===== src/ljw_pkg.sv =====
// shared types, constants and arithmetic helpers for the lennard-jones wall block
// no dependencies
package ljw_pkg;

    localparam int FRAC_BITS    = 16;
    localparam int MAX_EXPONENT = 15;
    localparam int D_W          = 32;
    localparam int Q_W          = D_W - 1;
    localparam int EXP_W        = $clog2(MAX_EXPONENT + 1);
    localparam int REG_EXP_W    = 4;
    localparam int R_NUM_W      = Q_W + FRAC_BITS;
    localparam int T_NUM_W      = Q_W + EXP_W + FRAC_BITS;
    localparam int DIV_LAT      = Q_W + 1;
    localparam int POW_LAT      = MAX_EXPONENT;
    localparam int PROD_W       = 2 * D_W;
    localparam int WIDE_W       = PROD_W - FRAC_BITS + 1;
    localparam int ADDR_W       = 5;

    localparam logic [Q_W-1:0] Q_MAX = '1;
    localparam logic [Q_W-1:0] Q_ONE = Q_W'(64'd1 << FRAC_BITS);
    localparam logic signed [D_W-1:0] S_MAX = {1'b0, {Q_W{1'b1}}};
    localparam logic signed [D_W-1:0] S_MIN = {1'b1, {Q_W{1'b0}}};

    localparam logic [D_W-1:0]       RST_WALL_LOW  = 32'd0;
    localparam logic [D_W-1:0]       RST_WALL_HIGH = 32'd655360;
    localparam logic [D_W-1:0]       RST_GAIN      = 32'd65536;
    localparam logic [Q_W-1:0]       RST_SIGMA     = 31'd65536;
    localparam logic [REG_EXP_W-1:0] RST_REPULSE   = 4'd12;
    localparam logic [REG_EXP_W-1:0] RST_ATTRACT   = 4'd6;
    localparam logic [D_W-1:0]       RST_STEP      = 32'd65536;
    localparam logic [D_W-1:0]       RST_COUPLING  = 32'd0;

    typedef enum logic [2:0] {
        REG_WALL_LOW,
        REG_WALL_HIGH,
        REG_FORCE_GAIN,
        REG_SIGMA_LEN,
        REG_REPULSE_EXP,
        REG_ATTRACT_EXP,
        REG_STEP_SCALE,
        REG_COUPLING
    } reg_idx_t;

    typedef struct packed {
        logic                  cmd;
        logic signed [D_W-1:0] x_pos;
        logic signed [D_W-1:0] y_pos;
    } item_t;

    typedef struct packed {
        logic signed [D_W-1:0] new_x;
        logic signed [D_W-1:0] new_y;
        logic                  saturated;
    } result_t;

    typedef struct packed {
        logic signed [D_W-1:0] wall_low_pos;
        logic signed [D_W-1:0] wall_high_pos;
        logic signed [D_W-1:0] force_gain;
        logic [Q_W-1:0]        sigma_len;
        logic [REG_EXP_W-1:0]  repulse_exp;
        logic [REG_EXP_W-1:0]  attract_exp;
        logic signed [D_W-1:0] step_scale;
        logic signed [D_W-1:0] coupling;
    } cfg_t;

    typedef struct packed {
        logic [Q_W-1:0] d;
        logic           ovf;
    } dist_t;

    typedef struct packed {
        logic signed [D_W-1:0] v;
        logic                  ovf;
    } sat_t;

    typedef struct packed {
        logic                  cmd;
        logic signed [D_W-1:0] x;
        logic signed [D_W-1:0] y;
        logic [Q_W-1:0]        d0;
        logic [Q_W-1:0]        d1;
        logic                  z0;
        logic                  z1;
        logic                  flag;
    } side_t;

    typedef struct packed {
        logic                  cmd;
        logic signed [D_W-1:0] x;
        logic signed [D_W-1:0] y;
        logic                  flag;
    } tail_t;

    function automatic logic [EXP_W-1:0] clamp_exp(input logic [REG_EXP_W-1:0] e);
        if (int'(e) > MAX_EXPONENT)
        begin
            return EXP_W'(MAX_EXPONENT);
        end
        return EXP_W'(e);
    endfunction

    function automatic dist_t dist_calc(input logic signed [D_W-1:0] x,
                                        input logic signed [D_W-1:0] w);
        dist_t             r;
        logic signed [D_W:0] dv;
        logic [D_W:0]      av;
        dv    = {x[D_W-1], x} - {w[D_W-1], w};
        av    = dv[D_W] ? -dv : dv;
        r.ovf = |av[D_W:Q_W];
        r.d   = r.ovf ? Q_MAX : av[Q_W-1:0];
        return r;
    endfunction

    function automatic sat_t sat_wide(input logic signed [WIDE_W-1:0] v);
        sat_t r;
        r.ovf = !((&v[WIDE_W-1:D_W-1]) || !(|v[WIDE_W-1:D_W-1]));
        r.v   = r.ovf ? (v[WIDE_W-1] ? S_MIN : S_MAX) : v[D_W-1:0];
        return r;
    endfunction

    function automatic logic signed [WIDE_W-1:0] shr_prod(input logic signed [PROD_W-1:0] p);
        return WIDE_W'($signed(p[PROD_W-1:FRAC_BITS]));
    endfunction

    function automatic logic signed [WIDE_W-1:0] ext_wide(input logic signed [D_W-1:0] v);
        return WIDE_W'(v);
    endfunction

    // bracket term for one wall, zero distance handled by exponent order
    function automatic sat_t wall_diff(input logic [Q_W-1:0] tm, input logic [Q_W-1:0] tn,
                                       input logic fm, input logic fn, input logic z,
                                       input logic [EXP_W-1:0] m, input logic [EXP_W-1:0] n);
        sat_t           r;
        logic [Q_W-1:0] um;
        logic [Q_W-1:0] un;
        um = (m == '0) ? '0 : tm;
        un = (n == '0) ? '0 : tn;
        if (z)
        begin
            r.ovf = 1'b1;
            r.v   = (m > n) ? S_MAX : ((m < n) ? S_MIN : '0);
        end
        else
        begin
            r.ovf = ((m != '0) && fm) || ((n != '0) && fn);
            r.v   = $signed({1'b0, um}) - $signed({1'b0, un});
        end
        return r;
    endfunction

endpackage


===== src/ljw_cfg.sv =====
// configuration register file behind the apb-style port
// depends on ljw_pkg
module ljw_cfg
    import ljw_pkg::*;
(
    input  logic              clk,
    input  logic              rst_n,
    input  logic              psel,
    input  logic              penable,
    input  logic              pwrite,
    input  logic [ADDR_W-1:0] paddr,
    input  logic [D_W-1:0]    pwdata,
    output logic [D_W-1:0]    prdata,
    output cfg_t              cfg
);

    cfg_t     cfg_reg;
    reg_idx_t idx;
    logic     wr;

    assign idx = reg_idx_t'(paddr[ADDR_W-1:2]);
    assign wr  = psel & penable & pwrite;

    always_ff @(posedge clk or negedge rst_n)
    begin
        if (!rst_n)
        begin
            cfg_reg.wall_low_pos  <= RST_WALL_LOW;
            cfg_reg.wall_high_pos <= RST_WALL_HIGH;
            cfg_reg.force_gain    <= RST_GAIN;
            cfg_reg.sigma_len     <= RST_SIGMA;
            cfg_reg.repulse_exp   <= RST_REPULSE;
            cfg_reg.attract_exp   <= RST_ATTRACT;
            cfg_reg.step_scale    <= RST_STEP;
            cfg_reg.coupling      <= RST_COUPLING;
        end
        else if (wr)
        begin
            case (idx)
                REG_WALL_LOW:    cfg_reg.wall_low_pos  <= pwdata;
                REG_WALL_HIGH:   cfg_reg.wall_high_pos <= pwdata;
                REG_FORCE_GAIN:  cfg_reg.force_gain    <= pwdata;
                REG_SIGMA_LEN:   cfg_reg.sigma_len     <= pwdata[Q_W-1:0];
                REG_REPULSE_EXP: cfg_reg.repulse_exp   <= pwdata[REG_EXP_W-1:0];
                REG_ATTRACT_EXP: cfg_reg.attract_exp   <= pwdata[REG_EXP_W-1:0];
                REG_STEP_SCALE:  cfg_reg.step_scale    <= pwdata;
                REG_COUPLING:    cfg_reg.coupling      <= pwdata;
                default:         ;
            endcase
        end
    end

    always_comb
    begin
        case (idx)
            REG_WALL_LOW:    prdata = cfg_reg.wall_low_pos;
            REG_WALL_HIGH:   prdata = cfg_reg.wall_high_pos;
            REG_FORCE_GAIN:  prdata = cfg_reg.force_gain;
            REG_SIGMA_LEN:   prdata = D_W'(cfg_reg.sigma_len);
            REG_REPULSE_EXP: prdata = D_W'(cfg_reg.repulse_exp);
            REG_ATTRACT_EXP: prdata = D_W'(cfg_reg.attract_exp);
            REG_STEP_SCALE:  prdata = cfg_reg.step_scale;
            REG_COUPLING:    prdata = cfg_reg.coupling;
            default:         prdata = '0;
        endcase
    end

    assign cfg = cfg_reg;

endmodule

===== config.mk =====
export PLATFORM = sky130hd
export DESIGN_NAME = ljw_cfg
export DESIGN_NICKNAME = d
export VERILOG_FILES = /design/src/ljw_pkg.sv /design/src/ljw_cfg.sv
export SDC_FILE = /design/constraint.sdc
export NUM_CORES = 1
export LEC_CHECK = 0
export BUFFER_PORTS_ARGS = -buffer_cell sky130_fd_sc_hd__buf_2
export CAP_MARGIN = 30
export CORE_ASPECT_RATIO = 0.7
export CORE_MARGIN = 3
export CORE_UTILIZATION = 25
export CTS_CLUSTER_SIZE = 20
export DETAILED_ROUTE_END_ITERATION = 6
export PLACE_DENSITY = 0.54
export SYNTH_ARGS = -nofsm -noshare
export SYNTH_HDL_FRONTEND = slang
export SYNTH_SLANG_ARGS = --single-unit

===== constraint.sdc =====
create_clock -name clk -period 1.7 [get_ports clk]
set_clock_uncertainty 0.05 [all_clocks]
set_input_delay 0.085 -clock clk [delete_from_list [all_inputs] [get_ports clk]]
set_output_delay 0.085 -clock clk [all_outputs]
set_load 0.02 [all_outputs]

==> impl_results.md, run 1 <==
- GRT overflow: 0
- CTS root buffer: clkbuf_16
- Synth cell count leaders: dfrtp_1, mux2_2, mux2i_1
- EDFF count, synth: 0
- PD cells: 1217 nW/um2
- DP HPWL: 22.21 mm
- Final period util: 1.027
- Ys async rst share: 1.000
- DRT antenna net count: 0
- Clock period minus worst slack: 1746 ps
- Initial antenna violation count: 0
- Crit path kind: reg2out
- Largest net degree at the start of global routing: 59
- Max-slew violation count: 0
- Max FFs per register: 199
- Drt initial violations: 297
- Buffers on Ports: 270
- RSZ-0062 raised after global routing: true
- Layout cells sized above 1: 0.5517
- Final setup fails: 6
- Fmax: 0.5726 GHz
- Worst-path clk slew: 70 ps
- Register area share after synthesis: 0.5432
- Slew headroom: 0.5916
- Clk buf depth: 2
- Area Overhead vs Synth: 39.26%
- Failing checks: setup timing
- CP required: 1560 ps
- Row Count: 58
- Placeable Area: 36070 um2
- MaxCap Viol Count: 0
- Worst-Margin Slew: 612.6 ps
- # diodes: 0
- H-Tree Depth: 4
- Yosys top cell area share: 0.5175
- Warnings, synthesis: 0
- Synth Flop Type: dfrtp_1
- DR DRC count: 0
- Total Wirelength: 31.49 mm
- Worst setup SP type: flop
- Initial core utilization: 0.2547
- Final Hold Vio Count: 0
- Vias per Instance: 4.695
- Area leader, netlist: dfrtp_1
- Worst skew pair latency: 440 ps
- DR pass1 iterations: 4
- Syn_nets: 720
- Synth area leaders: dfrtp_1, mux2_2, mux2i_1
- Synthesized area: 9188 um2
- Max IR drop VDD: 0.0005555 V
- RD Place Congestion: 0.7393
- Crit path DAT: 1610 ps
- Worst Path Max Fanout: 2
- Final nets: 1064
- Post-Syn Area per Cell: 13.55 um2
- WL/cell: 20.78 um
- Lkg Pwr: 6.258 nW
- Vias in the first global route: 7230
- Count leader, synth: dfrtp_1
- Top Ports: 273
- Post-Syn Instances: 678
- Sink Count: 199
- First-pass GRT wire length: 48.02 mm
- Outcome: finished, violations left
- Tot GR Track Use: 0.1615
- Post-Route Setup TNS: -138.0 ps
- CP Capture Type: primary output
- Fin cells: 1515
- Min setup slack post-route: -46.40 ps
- Yosys reg bits: 199
- Final core utilization: 0.3547
- CTS tree: done
- Die area: 39120 um2
- Num CTS Buffers: 17
- Die W: 235.1 um
- Hold Path Class: in2async
- Placed Cells: 1432
- Synth cell types: 33
- Height of the die: 166.4 um
- Via count: 7113
==> stage by stage <==
stage	worst slack (ps)	power, mW	cell area [um2]	hold WS (ps)
2_1_floorplan	284.9	9.000	9188	-260.6
3_3_place_gp	-32.75	10.87	11500	89.19
3_5_place_dp	-39.66	10.94	11500	85.92
4_1_cts	-73.41	15.66	12590	148.8
5_1_grt	-161.2	16.42	12790	183.9
6_report	-46.40	15.57	12790	162.4
==> critical path, cell delays in order (launching register included) <==
cell      delay (ps)
dfrtp_1          380
nand2b_4         140
a222oi_1         340
a21oi_1          130
buf_4            180
==> area by class of cell <==
type / count / area [um2]
Clock inverter: 10 / 167.7
Sequential cell: 199 / 4991
Clock buffer: 22 / 474.2
Fill cell: 3594 / 23270
Timing Repair Buffer: 374 / 2454
Multi-Input combinational cell: 429 / 4104
Inverter: 1 / 3.754
Tap cell: 480 / 600.6
==> path summary, 6_finish.rpt <==
kind / to / startpoint / slack [ps] / cells past startpoint
setup / recovery: prdata[8] / cfg[111] / -50 / 4
hold / removal: cfg[38] / rst_n / 160 / 2
setup reg to reg: cfg[129] / cfg[129] / 750 / 2
hold reg to reg: cfg[60] / cfg[60] / 460 / 1
max in group asynchronous: cfg[65] / rst_n / 760 / 3
min in group clk: cfg[108] / paddr[4] / 290 / 4
==> routing by layer <==
layer	GRT usage	part of all wire	up-vias
met1	0.2253	0.47	3726
met3	0.04582	0.050	22
met4	0.04095	0.014	0
li1	-	-	3197
met2	0.2470	0.46	168
met5	0	0	-
==> timing repair <==
action,CTS,global route
endpoints found under the setup margin,18,23
hold endpoints to repair,270,0
resized for setup,22,24
buffers inserted,6,12
hold buffers,33,0
cloned,0,0
pin swaps,16,18
==> layout by cell type (no fill, tap or decap), types with 5 or more instances in the layout <==
master	n
buf_2	251
dfrtp_1	190
mux2_2	160
buf_4	70
mux2i_1	46
mux2_1	39
dlygate4sd3_1	33
nor2_1	23
and3b_1	18
clkbuf_16	17
nand3_1	16
o22a_1	14
o21ai_0	13
buf_12	13
a222oi_1	9
a21oi_1	9
a211oi_2	9
dfstp_2	9
o211ai_1	8
o21a_1	8
nor3b_1	8
nand2b_4	6
nor3b_2	6
buf_6	6
nand2b_1	5
a211oi_1	5
==> report_power, final <==
part	leakage (nW)	internal (mW)	total (mW)	switching (mW)
Clock	0.299	2.59	4.46	1.87
Combinational	3.44	1.96	4.65	2.68
Sequential	2.52	5.69	6.46	0.771
==> cells by family (layout without fill, tap and decap cells) <==
family / count (synthesis) / in the layout / synth area share
AND/OR/NAND/NOR: 96 / 96 / 0.06469
AO/OA/AOI/OAI: 85 / 85 / 0.06632
buffers and inverters: 50 / 407 / 0.02846
multiplexers: 248 / 248 / 0.2973
flip-flops: 199 / 199 / 0.5432
(Power assumes the default switching activity.)
==> inputs of run 2 (changes only) <==
Settings changed: GPL_ROUTABILITY_DRIVEN set to 0, GPL_TIMING_DRIVEN set to 0.
==> run 2 against run 1 <==
Against the previous run:
- the flow still finishes with violations (setup timing)
- critical endpoint is now prdata[15]
- utilization is essentially flat
- sequential cell count did not move
- final cell count is 0.86% higher
- largest cell class unchanged
- total power up 0.12%
- sequential share of layout area is essentially flat
==> impl_results.md, run 2 (synthesis gave the netlist of run 1 again) <==
- Outcome: finished, violations left
- Failing checks: setup timing
- Net Switching: 5.620 mW (+5.7%)
- Worst-Margin Slew: 794.3 ps (+181.6 ps)
- Vias per Instance: 4.831 (+2.9%)
- Internal power: 9.965 mW (-2.8%)
- Commonest non-fill, non-tap cell in the layout: buf_2
- Hold Path Class: in2async
- Area Overhead vs Synth: 39.21% (about the same)
- Num CTS Buffers: 17 (unchanged)
- Top Ports: 273 (unchanged)
- Crit path kind: reg2out
- Placed Cells: 1433 (+0.070%)
- Hold Slack: 100.9 ps (-61.51 ps)
- WL/cell: 24.55 um (+18%)
- Number of fillers in the final layout: 3563 (-0.86%)
- Cell area after layout: 12790 um2 (about the same)
- Fmax: 0.5729 GHz (about the same)
- H-Tree Depth: 4 (unchanged)
- Height of the die: 166.4 um (unchanged)
- Layout cells sized above 1: 0.5597 (+0.008004)
- CTS root buffer: clkbuf_16
- GRT overflow: 0 (unchanged)
- First-pass GRT wire length: 53.95 mm (+12%)
- Sink Count: 199 (unchanged)
- Final nets: 1076 (+1.1%)
- Slew headroom: 0.4705 (-0.1211)
- Drt initial violations: 460 (+55%)
- Initial core utilization: 0.2547 (unchanged)
- Final period util: 1.027 (about the same)
- Clock period minus worst slack: 1746 ps (-0.8729 ps)
- Worst Path Max Fanout: 2 (unchanged)
- DR DRC count: 0 (unchanged)
- Comb power frac: 0.309 (+0.011)
- Pre-CTS setup slack: -936.5 ps (-896.8 ps)
- CP required: 1560 ps (about the same)
- Row Count: 58 (unchanged)
- Max IR drop VDD: 0.0005398 V (-2.8%)
- Total power: 15.59 mW (+0.12%)
- DP HPWL: 26.27 mm (+18%)
- Fin cells: 1528 (+0.86%)
- Min setup slack post-route: -45.53 ps (+0.8729 ps)
- PD cells: 1219 nW/um2 (+0.16%)
- Die area: 39120 um2 (unchanged)
- Switching Share: 0.3606 (+0.01893)
- Placeable Area: 36070 um2 (unchanged)
- Final core utilization: 0.3546 (about the same)
- Most frequent cells in the layout: buf_2, dfrtp_1, mux2_2
- Max-slew violation count: 0 (unchanged)
- Final setup fails: 4 (-2)
- Tot GR Track Use: 0.1901 (+0.02861)
- DP Area: 11240 um2 (-2.2%)
- CP Capture Type: primary output
- Worst skew pair latency: 450 ps (about the same)
- Via count: 7382 (+3.8%)
- Max FFs per register: 199 (unchanged)
- Clock power share: 0.278 (-0.008)
- Post-Route Setup TNS: -147.5 ps (-9.459 ps)
- Final Hold Vio Count: 0 (unchanged)
- Largest net degree at the start of global routing: 79 (+34%)
- CTS tree: done
- RSZ-0062 raised after global routing: true
- Reg power frac: 0.413 (-0.002)
- DRT antenna net count: 0 (unchanged)
- Clk buf depth: 2 (unchanged)
- Total Wirelength: 37.51 mm (+19%)
- Die W: 235.1 um (unchanged)
- Vias in the first global route: 7495 (+3.7%)
- Buffers on Ports: 270 (unchanged)
- DR pass1 iterations: 6 (+2)
- MaxCap Viol Count: 0 (unchanged)
- Worst-path clk slew: 80 ps (about the same)
- Crit path DAT: 1610 ps (about the same)
- Worst setup SP type: flop
- Lkg Pwr: 6.315 nW (+0.91%)
- Initial antenna violation count: 1 (+1)
- Worst Reg-to-Reg Cells: 2 (unchanged)
[run 2: what timing repair did]
action                                  in CTS  in global routing
setup buffers                               15                 16
gates resized for setup                     59                 46
pin swaps                                   15                 25
hold endpoints to repair                   325                  0
hold buffers                                33                  0
endpoints found under the setup margin      37                 32
[run 2: critical path, cell delays in order (launching register included)]
cell,delay [ps]
dfrtp_1,390
nand2b_1,140
a222oi_1,340
a21oi_1,120
buf_4,170
[run 2: worst paths after layout]
path / slack (ps) / start / endpoint
max in group asynchronous: 400 / rst_n / cfg[60]
min in group clk: 140 / paddr[4] / cfg[103]
setup / recovery: -50 / cfg[118] / prdata[15]
hold reg to reg: 460 / cfg[40] / cfg[40]
setup reg to reg: 740 / cfg[146] / cfg[146]
hold / removal: 100 / rst_n / cfg[109]
[run 2: final cells by class]
| cell class | instances | area [um2] | area share |
|---|---|---|---|
| Antenna cell | 1 | 2.502 | 0.0001957 |
| Buffer | 47 | 390.4 | 0.03052 |
| Clock buffer | 19 | 442.9 | 0.03463 |
| Clock inverter | 13 | 160.2 | 0.01252 |
| Inverter | 1 | 3.754 | 0.0002935 |
| Multi-Input combinational cell | 429 | 4089 | 0.3197 |
| Sequential cell | 199 | 4991 | 0.3902 |
| Tap cell | 480 | 600.6 | 0.04696 |
| Timing Repair Buffer | 339 | 2110 | 0.1649 |
[run 2: power by group through the flow]
stage / logic [mW] / registers, mW / clock network [mW]
global route: 5.12 / 6.57 / 4.64
global placement: 4.36 / 6.50 / 0
detailed placement: 4.43 / 6.53 / 0
floorplan: 1.47 / 7.53 / 0
CTS: 4.68 / 6.42 / 4.45
finish: 4.82 / 6.43 / 4.34
[run 2: metal layers]
metal,part of all wire,global-route usage,vias up,wire length [um]
li1,-,-,3230,-
met1,0.47,0.2657,3887,17580
met2,0.46,0.3027,239,17400
met3,0.054,0.03918,26,2044
met4,0.013,0.04520,0,481
met5,0,0,-,0
